`src/design/ffba_pkg.sv`:
```
// ----------------------------------------------------------------------------
// ffba_pkg
// shared codes, widths and state type of the first-fit block allocator
// ----------------------------------------------------------------------------
`default_nettype none

package ffba_pkg;

    localparam int CFG_W    = 8;
    localparam int SIZE_W   = 8;
    localparam int EXT_ID_W = 16;
    localparam int OP_W     = 2;
    localparam int STAT_W   = 2;

    localparam logic [CFG_W-1:0] CFG_RESET = 8'd128;

    localparam logic [OP_W-1:0] OP_ALLOC  = 2'd0;
    localparam logic [OP_W-1:0] OP_ERASE  = 2'd1;
    localparam logic [OP_W-1:0] OP_DEFRAG = 2'd2;

    localparam logic [STAT_W-1:0] STAT_OK      = 2'd0;
    localparam logic [STAT_W-1:0] STAT_FAIL    = 2'd1;
    localparam logic [STAT_W-1:0] STAT_ILLEGAL = 2'd2;

    typedef enum logic [2:0] {
        ST_CLEAR,
        ST_IDLE,
        ST_ASCAN,
        ST_AFILL,
        ST_ESCAN,
        ST_DSCAN,
        ST_DTAIL,
        ST_RESP
    } state_t;

endpackage

`default_nettype wire

```
`src/design/ffba_mem.sv`:
```
// ----------------------------------------------------------------------------
// ffba_mem
// cell owner memory, one write and one registered read port
// ----------------------------------------------------------------------------
`default_nettype none

module ffba_mem #(
    parameter int DEPTH = 128,
    parameter int WIDTH = 16,
    parameter int AW    = 7
) (
    input  wire logic             clk,
    input  wire logic             rd_en,
    input  wire logic [AW-1:0]    rd_addr,
    output logic      [WIDTH-1:0] rd_data,
    input  wire logic             wr_en,
    input  wire logic [AW-1:0]    wr_addr,
    input  wire logic [WIDTH-1:0] wr_data
);

    logic [WIDTH-1:0] mem [DEPTH];
    logic [WIDTH-1:0] rd_data_reg;

    always_ff @(posedge clk)
    begin
        if (wr_en)
        begin
            mem[wr_addr] <= wr_data;
        end
    end

    always_ff @(posedge clk)
    begin
        if (rd_en)
        begin
            rd_data_reg <= mem[rd_addr];
        end
    end

    assign rd_data = rd_data_reg;

endmodule

`default_nettype wire

```
`src/design/ffba_ctrl.sv`:
```
// ----------------------------------------------------------------------------
// ffba_ctrl
// sequencer: scans the cell memory, fills, frees and compacts, holds result
// ----------------------------------------------------------------------------
`default_nettype none

module ffba_ctrl #(
    parameter int CELL_COUNT = 128,
    parameter int ID_BITS    = 16,
    parameter int IDX_W      = 7
) (
    input  wire logic                            clk,
    input  wire logic                            rst_n,
    input  wire logic [ffba_pkg::CFG_W-1:0]      cfg_cells,
    input  wire logic                            in_valid,
    output logic                                 in_ready,
    input  wire logic [ffba_pkg::OP_W-1:0]       in_op,
    input  wire logic [ffba_pkg::SIZE_W-1:0]     in_size,
    input  wire logic [ffba_pkg::EXT_ID_W-1:0]   in_id,
    output logic                                 out_valid,
    input  wire logic                            out_ready,
    output logic      [ffba_pkg::STAT_W-1:0]     out_status,
    output logic      [ffba_pkg::EXT_ID_W-1:0]   out_id,
    output logic                                 rd_en,
    output logic      [IDX_W-1:0]                rd_addr,
    input  wire logic [ID_BITS-1:0]              rd_data,
    output logic                                 wr_en,
    output logic      [IDX_W-1:0]                wr_addr,
    output logic      [ID_BITS-1:0]              wr_data
);

    import ffba_pkg::*;

    localparam int CNT_W = $clog2(CELL_COUNT + 1);
    localparam int SZ_W  = (CNT_W > SIZE_W) ? CNT_W : SIZE_W;
    localparam int CMP_W = (ID_BITS > EXT_ID_W) ? ID_BITS : EXT_ID_W;

    state_t state_reg, state_next;

    logic [CNT_W-1:0]    rd_idx_reg, rd_idx_next;
    logic                pv_reg, pv_next;
    logic [IDX_W-1:0]    p_idx_reg, p_idx_next;
    logic [CNT_W-1:0]    run_reg, run_next;
    logic [CNT_W-1:0]    ptr_reg, ptr_next;
    logic [IDX_W-1:0]    end_reg, end_next;
    logic                freed_reg, freed_next;
    logic [SIZE_W-1:0]   size_reg, size_next;
    logic [EXT_ID_W-1:0] id_reg, id_next;
    logic [STAT_W-1:0]   res_stat_reg, res_stat_next;
    logic [ID_BITS-1:0]  last_id_reg, last_id_next;
    logic                out_valid_reg, out_valid_next;
    logic [STAT_W-1:0]   out_status_reg, out_status_next;
    logic [EXT_ID_W-1:0] out_id_reg, out_id_next;

    logic [CNT_W-1:0] cnt;
    logic             data_zero;
    logic [CNT_W-1:0] run_inc;
    logic             found;
    logic             id_hit;
    logic             scan_last;
    logic             keep;
    logic [CNT_W-1:0] dst_after;
    logic [CNT_W-1:0] fill_start;
    logic             fill_done;
    logic             clr_last;
    logic             tail_last;
    logic             alloc_bad;
    logic             erase_bad;
    logic             out_free;

    // managed cell count, capped at the built depth
    always_comb
    begin
        if (32'(cfg_cells) > 32'(CELL_COUNT))
        begin
            cnt = CNT_W'(CELL_COUNT);
        end
        else
        begin
            cnt = CNT_W'(cfg_cells);
        end
    end

    always_comb
    begin
        data_zero  = (rd_data == '0);
        run_inc    = data_zero ? (run_reg + CNT_W'(1)) : '0;
        found      = pv_reg && (SZ_W'(run_inc) == SZ_W'(size_reg));
        id_hit     = pv_reg && (CMP_W'(rd_data) == CMP_W'(id_reg));
        scan_last  = pv_reg && (CNT_W'(p_idx_reg) == (cnt - CNT_W'(1)));
        keep       = pv_reg && !data_zero;
        dst_after  = keep ? (ptr_reg + CNT_W'(1)) : ptr_reg;
        fill_start = CNT_W'(p_idx_reg) + CNT_W'(1) - CNT_W'(size_reg);
        fill_done  = (ptr_reg[IDX_W-1:0] == end_reg);
        clr_last   = (ptr_reg[IDX_W-1:0] == IDX_W'(CELL_COUNT - 1));
        tail_last  = (ptr_reg == (cnt - CNT_W'(1)));
        alloc_bad  = (in_size == '0) || (SZ_W'(in_size) > SZ_W'(cnt)) || (&last_id_reg);
        erase_bad  = (in_id == '0) || (cnt == '0);
        out_free   = !out_valid_reg || out_ready;
    end

    // next state
    always_comb
    begin
        state_next = state_reg;
        case (state_reg)
            ST_CLEAR:
            begin
                if (clr_last)
                begin
                    state_next = ST_IDLE;
                end
            end
            ST_IDLE:
            begin
                if (in_valid)
                begin
                    case (in_op)
                        OP_ALLOC:  state_next = alloc_bad ? ST_RESP : ST_ASCAN;
                        OP_ERASE:  state_next = erase_bad ? ST_RESP : ST_ESCAN;
                        OP_DEFRAG: state_next = (cnt == '0) ? ST_IDLE : ST_DSCAN;
                        default:   state_next = ST_IDLE;
                    endcase
                end
            end
            ST_ASCAN:
            begin
                if (found)
                begin
                    state_next = ST_AFILL;
                end
                else if (scan_last)
                begin
                    state_next = ST_RESP;
                end
            end
            ST_AFILL:
            begin
                if (fill_done)
                begin
                    state_next = ST_RESP;
                end
            end
            ST_ESCAN:
            begin
                if (scan_last)
                begin
                    state_next = (freed_reg || id_hit) ? ST_IDLE : ST_RESP;
                end
            end
            ST_DSCAN:
            begin
                if (scan_last)
                begin
                    state_next = (dst_after < cnt) ? ST_DTAIL : ST_IDLE;
                end
            end
            ST_DTAIL:
            begin
                if (tail_last)
                begin
                    state_next = ST_IDLE;
                end
            end
            ST_RESP:
            begin
                if (out_free)
                begin
                    state_next = ST_IDLE;
                end
            end
            default:
            begin
                state_next = ST_IDLE;
            end
        endcase
    end

    // datapath and memory control
    always_comb
    begin
        rd_idx_next     = rd_idx_reg;
        pv_next         = 1'b0;
        p_idx_next      = p_idx_reg;
        run_next        = run_reg;
        ptr_next        = ptr_reg;
        end_next        = end_reg;
        freed_next      = freed_reg;
        size_next       = size_reg;
        id_next         = id_reg;
        res_stat_next   = res_stat_reg;
        last_id_next    = last_id_reg;
        out_valid_next  = out_valid_reg;
        out_status_next = out_status_reg;
        out_id_next     = out_id_reg;
        rd_en           = 1'b0;
        rd_addr         = rd_idx_reg[IDX_W-1:0];
        wr_en           = 1'b0;
        wr_addr         = ptr_reg[IDX_W-1:0];
        wr_data         = '0;

        if (out_valid_reg && out_ready)
        begin
            out_valid_next = 1'b0;
        end

        case (state_reg)
            ST_CLEAR:
            begin
                wr_en    = 1'b1;
                ptr_next = ptr_reg + CNT_W'(1);
            end
            ST_IDLE:
            begin
                if (in_valid)
                begin
                    rd_idx_next   = '0;
                    run_next      = '0;
                    ptr_next      = '0;
                    freed_next    = 1'b0;
                    size_next     = in_size;
                    id_next       = in_id;
                    res_stat_next = (in_op == OP_ALLOC) ? STAT_FAIL : STAT_ILLEGAL;
                end
            end
            ST_ASCAN, ST_ESCAN, ST_DSCAN:
            begin
                rd_en      = (rd_idx_reg < cnt);
                pv_next    = rd_en;
                p_idx_next = rd_idx_reg[IDX_W-1:0];
                if (rd_en)
                begin
                    rd_idx_next = rd_idx_reg + CNT_W'(1);
                end
                if (state_reg == ST_ASCAN)
                begin
                    if (pv_reg)
                    begin
                        run_next = run_inc;
                    end
                    if (found)
                    begin
                        last_id_next  = last_id_reg + ID_BITS'(1);
                        ptr_next      = fill_start;
                        end_next      = p_idx_reg;
                        res_stat_next = STAT_OK;
                    end
                end
                else if (state_reg == ST_ESCAN)
                begin
                    if (id_hit)
                    begin
                        wr_en      = 1'b1;
                        wr_addr    = p_idx_reg;
                        freed_next = 1'b1;
                    end
                end
                else
                begin
                    if (keep)
                    begin
                        wr_en   = 1'b1;
                        wr_data = rd_data;
                    end
                    ptr_next = dst_after;
                end
            end
            ST_AFILL:
            begin
                wr_en    = 1'b1;
                wr_data  = last_id_reg;
                ptr_next = ptr_reg + CNT_W'(1);
            end
            ST_DTAIL:
            begin
                wr_en    = 1'b1;
                ptr_next = ptr_reg + CNT_W'(1);
            end
            ST_RESP:
            begin
                if (out_free)
                begin
                    out_valid_next  = 1'b1;
                    out_status_next = res_stat_reg;
                    out_id_next     = (res_stat_reg == STAT_OK) ? EXT_ID_W'(last_id_reg) : '0;
                end
            end
            default:
            begin
                pv_next = 1'b0;
            end
        endcase
    end

    always_ff @(posedge clk or negedge rst_n)
    begin
        if (!rst_n)
        begin
            state_reg     <= ST_CLEAR;
            pv_reg        <= 1'b0;
            ptr_reg       <= '0;
            last_id_reg   <= '0;
            out_valid_reg <= 1'b0;
        end
        else
        begin
            state_reg     <= state_next;
            pv_reg        <= pv_next;
            ptr_reg       <= ptr_next;
            last_id_reg   <= last_id_next;
            out_valid_reg <= out_valid_next;
        end
    end

    always_ff @(posedge clk)
    begin
        rd_idx_reg     <= rd_idx_next;
        p_idx_reg      <= p_idx_next;
        run_reg        <= run_next;
        end_reg        <= end_next;
        freed_reg      <= freed_next;
        size_reg       <= size_next;
        id_reg         <= id_next;
        res_stat_reg   <= res_stat_next;
        out_status_reg <= out_status_next;
        out_id_reg     <= out_id_next;
    end

    assign in_ready   = (state_reg == ST_IDLE);
    assign out_valid  = out_valid_reg;
    assign out_status = out_status_reg;
    assign out_id     = out_id_reg;

endmodule

`default_nettype wire

```
`src/design/first_fit_block_allocator.sv`:
```
// ----------------------------------------------------------------------------
// first_fit_block_allocator
// first-fit cell allocator with erase and compaction over one cell memory
// ----------------------------------------------------------------------------
//   channel   direction  signals                      content
//   s_axis    in         tvalid tready tdata tuser    one command item
//   m_axis    out        tvalid tready tdata tuser    one result item
//   cfg       in         valid ready data             cells_in_use write
//
// one item at a time; memory read pipelined one cell a cycle
// alloc: scan the managed cells, fill the found run cell by cell, then post
// erase: scan the managed cells; defragment: scan, then clear the tail
// after reset a clearing pass over all CELL_COUNT cells runs with s_axis_tready low
// a waiting result sits in the output register; a new item is taken meanwhile
// ----------------------------------------------------------------------------
`default_nettype none

module first_fit_block_allocator #(
    parameter int CELL_COUNT = 128,
    parameter int ID_BITS    = 16
) (
    input  wire logic        clk,
    input  wire logic        rst_n,
    input  wire logic        s_axis_tvalid,
    output logic             s_axis_tready,
    input  wire logic [23:0] s_axis_tdata,   // alloc_size[7:0], erase_id[23:8]
    input  wire logic [1:0]  s_axis_tuser,   // op[1:0]
    output logic             m_axis_tvalid,
    input  wire logic        m_axis_tready,
    output logic      [15:0] m_axis_tdata,   // new_id[15:0]
    output logic      [1:0]  m_axis_tuser,   // status[1:0]
    input  wire logic        cfg_valid,
    output logic             cfg_ready,
    input  wire logic [7:0]  cfg_data        // cells_in_use[7:0]
);

    import ffba_pkg::*;

    localparam int IDX_W = (CELL_COUNT > 1) ? $clog2(CELL_COUNT) : 1;

    logic [CFG_W-1:0]   cells_in_use_reg, cells_in_use_next;
    logic               rd_en;
    logic [IDX_W-1:0]   rd_addr;
    logic [ID_BITS-1:0] rd_data;
    logic               wr_en;
    logic [IDX_W-1:0]   wr_addr;
    logic [ID_BITS-1:0] wr_data;

    assign cfg_ready = 1'b1;

    always_comb
    begin
        cells_in_use_next = cells_in_use_reg;
        if (cfg_valid && cfg_ready)
        begin
            cells_in_use_next = cfg_data;
        end
    end

    always_ff @(posedge clk or negedge rst_n)
    begin
        if (!rst_n)
        begin
            cells_in_use_reg <= CFG_RESET;
        end
        else
        begin
            cells_in_use_reg <= cells_in_use_next;
        end
    end

    ffba_ctrl #(
        .CELL_COUNT (CELL_COUNT),
        .ID_BITS    (ID_BITS),
        .IDX_W      (IDX_W)
    ) u_ctrl (
        .clk        (clk),
        .rst_n      (rst_n),
        .cfg_cells  (cells_in_use_reg),
        .in_valid   (s_axis_tvalid),
        .in_ready   (s_axis_tready),
        .in_op      (s_axis_tuser),
        .in_size    (s_axis_tdata[7:0]),
        .in_id      (s_axis_tdata[23:8]),
        .out_valid  (m_axis_tvalid),
        .out_ready  (m_axis_tready),
        .out_status (m_axis_tuser),
        .out_id     (m_axis_tdata),
        .rd_en      (rd_en),
        .rd_addr    (rd_addr),
        .rd_data    (rd_data),
        .wr_en      (wr_en),
        .wr_addr    (wr_addr),
        .wr_data    (wr_data)
    );

    ffba_mem #(
        .DEPTH (CELL_COUNT),
        .WIDTH (ID_BITS),
        .AW    (IDX_W)
    ) u_mem (
        .clk     (clk),
        .rd_en   (rd_en),
        .rd_addr (rd_addr),
        .rd_data (rd_data),
        .wr_en   (wr_en),
        .wr_addr (wr_addr),
        .wr_data (wr_data)
    );

endmodule

`default_nettype wire

```
`config.mk`:
```
export PLATFORM = sky130hd
export DESIGN_NAME = first_fit_block_allocator
export DESIGN_NICKNAME = d
export VERILOG_FILES = /design/src/design/ffba_pkg.sv /design/src/design/ffba_mem.sv /design/src/design/ffba_ctrl.sv /design/src/design/first_fit_block_allocator.sv
export SDC_FILE = /design/constraint.sdc
export NUM_CORES = 2
export LEC_CHECK = 0
export ABC_AREA = 1
export BUFFER_PORTS_ARGS = -buffer_cell sky130_fd_sc_hd__buf_2
export CORE_MARGIN = 2
export CORE_UTILIZATION = 50
export DETAILED_ROUTE_END_ITERATION = 8
export PLACE_DENSITY_LB_ADDON = 0.08
export SYNTH_ARGS = -nofsm -noshare
export SYNTH_HDL_FRONTEND = slang
export SYNTH_HIERARCHICAL = 1
export SYNTH_SLANG_ARGS = --single-unit
```
`constraint.sdc`:
```
create_clock -name clk -period 13.4 [get_ports clk]
set_input_delay 0 -clock clk [delete_from_list [all_inputs] [get_ports clk]]
set_output_delay 0 -clock clk [all_outputs]
set_load 0.005 [all_outputs]
```
# Word-level counts from Yosys, hierarchy flattened
# Memory sizes are Yosys's and may differ from the RTL's. A register that Yosys moved wholly into a read port is not among the register bits.
# Index checks and enable logic that the tools add are counted.
[word_totals]
register_bits = 112
mem_bits_rw = 2048
output_inout_bits = 21
memories = 1
[mem_list]
columns = ["name", "depth", "width", "rd", "rd_clocked_by_memory_dff", "wr", "line", "text"]
rows = [
  ["u_mem.mem", 128, 16, 1, 1, 1, "ffba_mem.sv:21", "logic [WIDTH-1:0] mem [DEPTH];"],
]
[op_classes]
add_sub_neg = 7
order_cmp = 4
n_eq_ne = 32
muxes = 58
reduce_logical = 33
[ops]
columns = ["operator", "count"]
rows = [
  ["8-bit two-way mux", 10],
  ["16-bit two-way mux", 3],
  ["3-bit two-way mux", 13],
  ["16-bit logical NOT", 2],
  ["16-bit one-hot mux with 2 select lines", 1],
  ["8-bit one-hot mux with 2 select lines", 2],
  ["7-bit two-way mux", 4],
  ["8-bit by 1-bit adder with 8-bit output, second input constant", 3],
  ["2-bit by 1-bit != test with 1-bit output, second input constant", 12],
  ["3-bit one-hot mux with 8 select lines", 1],
  ["8-bit one-hot mux with 3 select lines", 1],
  ["16-bit by 1-bit adder with 16-bit output, second input constant", 1],
  ["16-bit == test", 1],
  ["8-bit == test", 2],
  ["8-bit logical NOT", 2],
  ["8-bit < comparator", 2],
  ["16-bit AND reduction", 1],
  ["1-bit two-way mux", 14],
  ["3-bit == test, second input constant", 4],
  ["4-bit AND reduction", 3],
  ["2-bit two-way mux", 5],
  ["3-bit one-hot mux with 3 select lines", 1],
  ["7-bit by 1-bit adder with 8-bit output, second input constant", 1],
  ["7-bit by 8-bit == test with 1-bit output", 1],
  ["27 further kinds", 44],
]

# Logic depth before layout (Yosys ltp)
[depth]
ltp_word = 9
ltp_mapped = 20
depth_no_buf = 19

# Modules after synthesis
# The synthesis kept the hierarchy.
[by_module_without_submodules]
columns = ["mod", "instances", "cells_per_inst", "area_each_um2"]
rows = [
  ["ffba_mem", 1, 6793, 82988.3],
  ["ffba_ctrl", 1, 895, 7106.8],
  ["first_fit_block_allocator", 1, 36, 317.8],
]

# Least setup slack after synthesis
# Ideal clock, no wire load.
[synth_timing]
path_type = "reg2reg"
startpoint = "register u_mem.rd_data_reg[10], in the netlist u_mem/rd_data[10], read port of u_mem.mem"
endpoint = "memory u_mem.mem[0][0], data pin"
arrival_time_ps = 6349
t_required_ps = 12161
slack_ps = 5812
path_stages_with_launch = 9
n_path_buf = 2
synth_period_minus_slack_ps = 7588
cell_sequence = "edfxtp_1 -> nor2_1 -> nand2_1 -> nor2_4 -> nand2_2 -> buf_6 -> nand2_1 -> buf_2 -> o32ai_1"
[synth_via]
elab_chain_cells = 7
[synth_lines]
columns = ["element", "line", "text"]
rows = [
  ["start: declaration", "ffba_mem.sv:22", "logic [WIDTH-1:0] rd_data_reg;"],
  ["16-bit logical NOT", "ffba_ctrl.sv:86", "data_zero = (rd_data == '0);"],
  ["1-bit logical NOT", "ffba_ctrl.sv:91", "keep = pv_reg && !data_zero;"],
  ["1-bit logical AND", "ffba_ctrl.sv:91", ""],
  ["16-bit two-way mux", "ffba_ctrl.sv:260", "if (keep)"],
  ["16-bit two-way mux", "ffba_ctrl.sv:249", "else if (state_reg == ST_ESCAN)"],
  ["16-bit two-way mux", "ffba_ctrl.sv:235", "if (state_reg == ST_ASCAN)"],
  ["16-bit one-hot mux with 2 select lines", "ffba_ctrl.sv:207", "case (state_reg)"],
  ["named net wr_data[0]", "first_fit_block_allocator.sv:47", "logic [ID_BITS-1:0] wr_data;"],
  ["end: declaration", "ffba_mem.sv:21", ""],
]
# The timed path passes the listed nets, and every way through them passes these cells.

# Worst setup path in the final report
[layout_timing]
startpoint = "register u_mem.rd_data_reg[5], in the netlist u_mem/rd_data[5], read port of u_mem.mem"
endpoint = "memory u_mem.mem[78][12], enable pin"
[layout_lines]
columns = ["element", "line", "text"]
rows = [
  ["16-bit == test", "ffba_ctrl.sv:89", "id_hit = pv_reg && (CMP_W'(rd_data) == CMP_W'(id_reg));"],
  ["1-bit logical AND", "ffba_ctrl.sv:89", ""],
  ["7-bit two-way mux", "ffba_ctrl.sv:251", "if (id_hit)"],
  ["7-bit two-way mux", "ffba_ctrl.sv:249", ""],
  ["7-bit two-way mux", "ffba_ctrl.sv:235", ""],
  ["7-bit two-way mux", "ffba_ctrl.sv:207", ""],
  ["named net wr_addr[3]", "first_fit_block_allocator.sv:46", "logic [IDX_W-1:0] wr_addr;"],
]
# The timed path passes the listed nets, and every way through them passes these cells.

==> results_dict.tcl <==
set metrics [dict create \
    portBuffers 58 \
    drtPass1Iterations 6 \
    cts_resized 0 \
    synth_edf_count 2139 \
    die_area_sq_mm 0.184 \
    tightest_slew_ns 1.40 \
    setup-tns-final_ns 0 \
    wl_per_cell_um 25.9 \
    r2r_cells 12 \
    syn_to_final_growth_pct 11.3 \
    antenna_found_initial 1 \
    fin_skew_ns 0.0321 \
    hold_ws_ns 0.149 \
    fillers 15001 \
    yosys-top-cells-area "edfxtp_1 (71%), nand3_1 (12%), nand2_1 (9.6%)" \
    clkTransAtPathRegs_ns 0.06 \
    cts_tree "built" \
    ys_ff_latch 2176 \
    fin_nets 7892 \
    placed_cells 9869 \
    grt_pass1_wl_mm 394 \
    rrSetupSlack_ns 7.06 \
    grt.total_usage_pct 28.8 \
    achievable-frequency_mhz 158 \
    cp.arrival_ns 6.80 \
    ys_warn_count 6 \
    viasPerCell 5.86 \
    async_reset_ff_share_pct 1.70 \
    slew_viol_final 0 \
    clk_latency_ns 0.86 \
    path_max_fanout 16 \
    synth_flop_cell "edfxtp_1" \
    die_h_um 429 \
    initial_core_util_pct 50.2 \
    synth_top_area_share_pct 71.0 \
    die_w_um 429 \
    dpl.hpwl_mm 146 \
    outcome "completed" \
    drt-total-wl_mm 269 \
    htreeDepth 4 \
    worstSetupStartpointType "flop" \
    synth_area_leader_cell "edfxtp_1" \
    postSynthAreaPerCell_sq_um 11.7 \
    syn_area_sq_mm 0.0904 \
    cts_root_buffer "clkbuf_16" \
    hold_end "cells_in_use_reg[4]$_DFFE_PN0P_" \
    p_switching_w 0.00851 \
    holdCritStartpoint "cfg_valid" \
    power_frac_seq_pct 37.3 \
    largest_register_ffs 2048 \
    hold_path_depth 5 \
    cts_buffer_depth 3 \
    post-route-min-period_ns 6.34 \
    vdd_ir_drop_max_mv 0.216 \
    top_register "u_mem/mem" \
    period_share_pct 47.3 \
    power.density_mw_per_mm2 212 \
    path_class "flop to flop" \
    synth_nets 7804 \
    hp-class "input port to flop" \
    grt_pass1_vias 56944 \
    postRouteAntennaNets 0 \
    power.leakage_nw 35.6 \
    power_frac_clock_pct 27.2 \
    r2r_end "u_mem/mem[78][12]$_DFFE_PP_" \
    r2r-start "u_mem/rd_data[5]$_DFFE_PP_" \
    drtIter0Drc 6949 \
    ys_types 51 \
    postCtsHoldBufs 89 \
    grt_max_degree 205 \
    num_rows 156 \
    synth-seq-area-share_pct 72.1 \
    via_count 60749 \
    power.internal_w 0.0129 \
    required_ns 13.86 \
    place_congestion 0.869 \
    relSlewSlack_pct 6.65 \
    switching_share_pct 39.8 \
    grt_setup_unrepaired "false" \
    finalSetupViolCount 0 \
    layout.cells.non_filler 10362 \
    cts_made_buffers 222 \
    pin_count 60 \
    fin_ws_ns 7.06 \
    post_cts_buffers 0 \
    drive_above_1_share_pct 7.66 \
    place_ws_ns 7.29 \
    hold_violations 0 \
    fp.coreArea_sq_mm 0.180 \
    pwr-share-comb_pct 35.6 \
    end_kind "flop" \
    maxCapViolCount 0 \
    drcViolationCount 0 \
    synth_most_common_cell "nand2_1" \
    postSynthCellCount 7724 \
    gr-total-overflow 0 \
    clock_sinks 2176 \
    synth_common_cells "nand2_1 (2321), edfxtp_1 (2139), nand3_1 (2083)" \
]
## power by group through the flow
stage / Sequential [W] / Combinational [W] / Clock, W
finish: 0.00797 / 0.00760 / 0.00581
global route: 0.00798 / 0.00821 / 0.00615
CTS: 0.00796 / 0.00753 / 0.00589
detailed placement: 0.00810 / 0.00748 / 0
global placement: 0.00810 / 0.00745 / 0
floorplan: 0.00799 / 0.00494 / 0
## critical path, stage by stage, from the launching register on
cell and delay, ns:
edfxtp_1 0.75, inv_1 0.24, nand2_1 0.15, nand2_1 0.06, nor3_1 0.22, nand3_1 0.11
nor4_1 0.43, nand2_1 0.39, o21ai_0 0.58, inv_1 0.08, nor2_1 1.04, nand3_1 0.83
nor2_2 1.01
## per-stage QoR
| step | power, W | util (%) | instance area [sq um] |
|---|---|---|---|
| floorplan | 0.0129 | - | 90400 |
| global placement | 0.0156 | 51.6 | 93000 |
| detailed placement | 0.0156 | 51.7 | 93100 |
| CTS | 0.0214 | 55.9 | 101000 |
| global route | 0.0223 | 55.9 | 101000 |
| finish | 0.0214 | 55.9 | 101000 |
## cell type report
type	count	area [sq um]	area share [%]
Timing Repair Buffer	352	2910	2.89
Clock inverter	122	838	0.833
Multi-Input combinational cell	4919	22400	22.2
Antenna cell	2	5.00	0.00497
Clock buffer	280	5860	5.82
Inverter	141	563	0.559
Sequential cell	2176	65200	64.7
Tap cell	2370	2970	2.95
## cells in the final DEF, fill, tap and decap left out, drive strengths merged, types with 37 or more instances in the layout
cell type    instances
buf                264
clkbuf             280
clkinv             104
dlygate4sd3         88
edfxtp            2139
ha                  40
inv                149
nand2             2325
nand3             2083
nor2               251
o21ai               37
xor2                42
## routing by layer
metal / global-route usage, % / up-vias / part of all wire [%]
met3: 4.86 / 406 / 7.9
met1: 41.2 / 30283 / 42
met2: 45.2 / 2541 / 47
met5: 0 / - / 0
li1: - / 27519 / -
met4: 9.01 / 0 / 3.1
## logic make-up (layout without fill, tap and decap cells)
| logic type | Yosys count | after routing | synth area share, % |
|---|---|---|---|
| other | 1 | 3 | 0.00415 |
| DFF | 2176 | 2176 | 72.1 |
| adders and majority gates | 41 | 41 | 0.576 |
| AOI/OAI and AO/OA | 92 | 92 | 0.609 |
| and+or+nand+nor | 4734 | 4734 | 22.8 |
| buffers and inverters | 629 | 895 | 3.48 |
| xor gates and xnor gates | 51 | 51 | 0.494 |
## how the worst max path moves through the flow
stage                                 from                     endpoint  cells past startpoint
2_1_floorplan  u_mem/rd_data[10]$_DFFE_PP_    u_mem/mem[0][0]$_DFFE_PP_                      8
5_1_grt         u_mem/rd_data[5]$_DFFE_PP_  u_mem/mem[74][12]$_DFFE_PP_                     12
4_1_cts         u_mem/rd_data[5]$_DFFE_PP_  u_mem/mem[74][12]$_DFFE_PP_                     12
6_report        u_mem/rd_data[5]$_DFFE_PP_  u_mem/mem[78][12]$_DFFE_PP_                     12
3_3_place_gp    u_mem/rd_data[5]$_DFFE_PP_   u_mem/mem[78][1]$_DFFE_PP_                     12
3_5_place_dp    u_mem/rd_data[5]$_DFFE_PP_   u_mem/mem[74][8]$_DFFE_PP_                     12
Note: power is estimated with default switching activity, not from simulation.
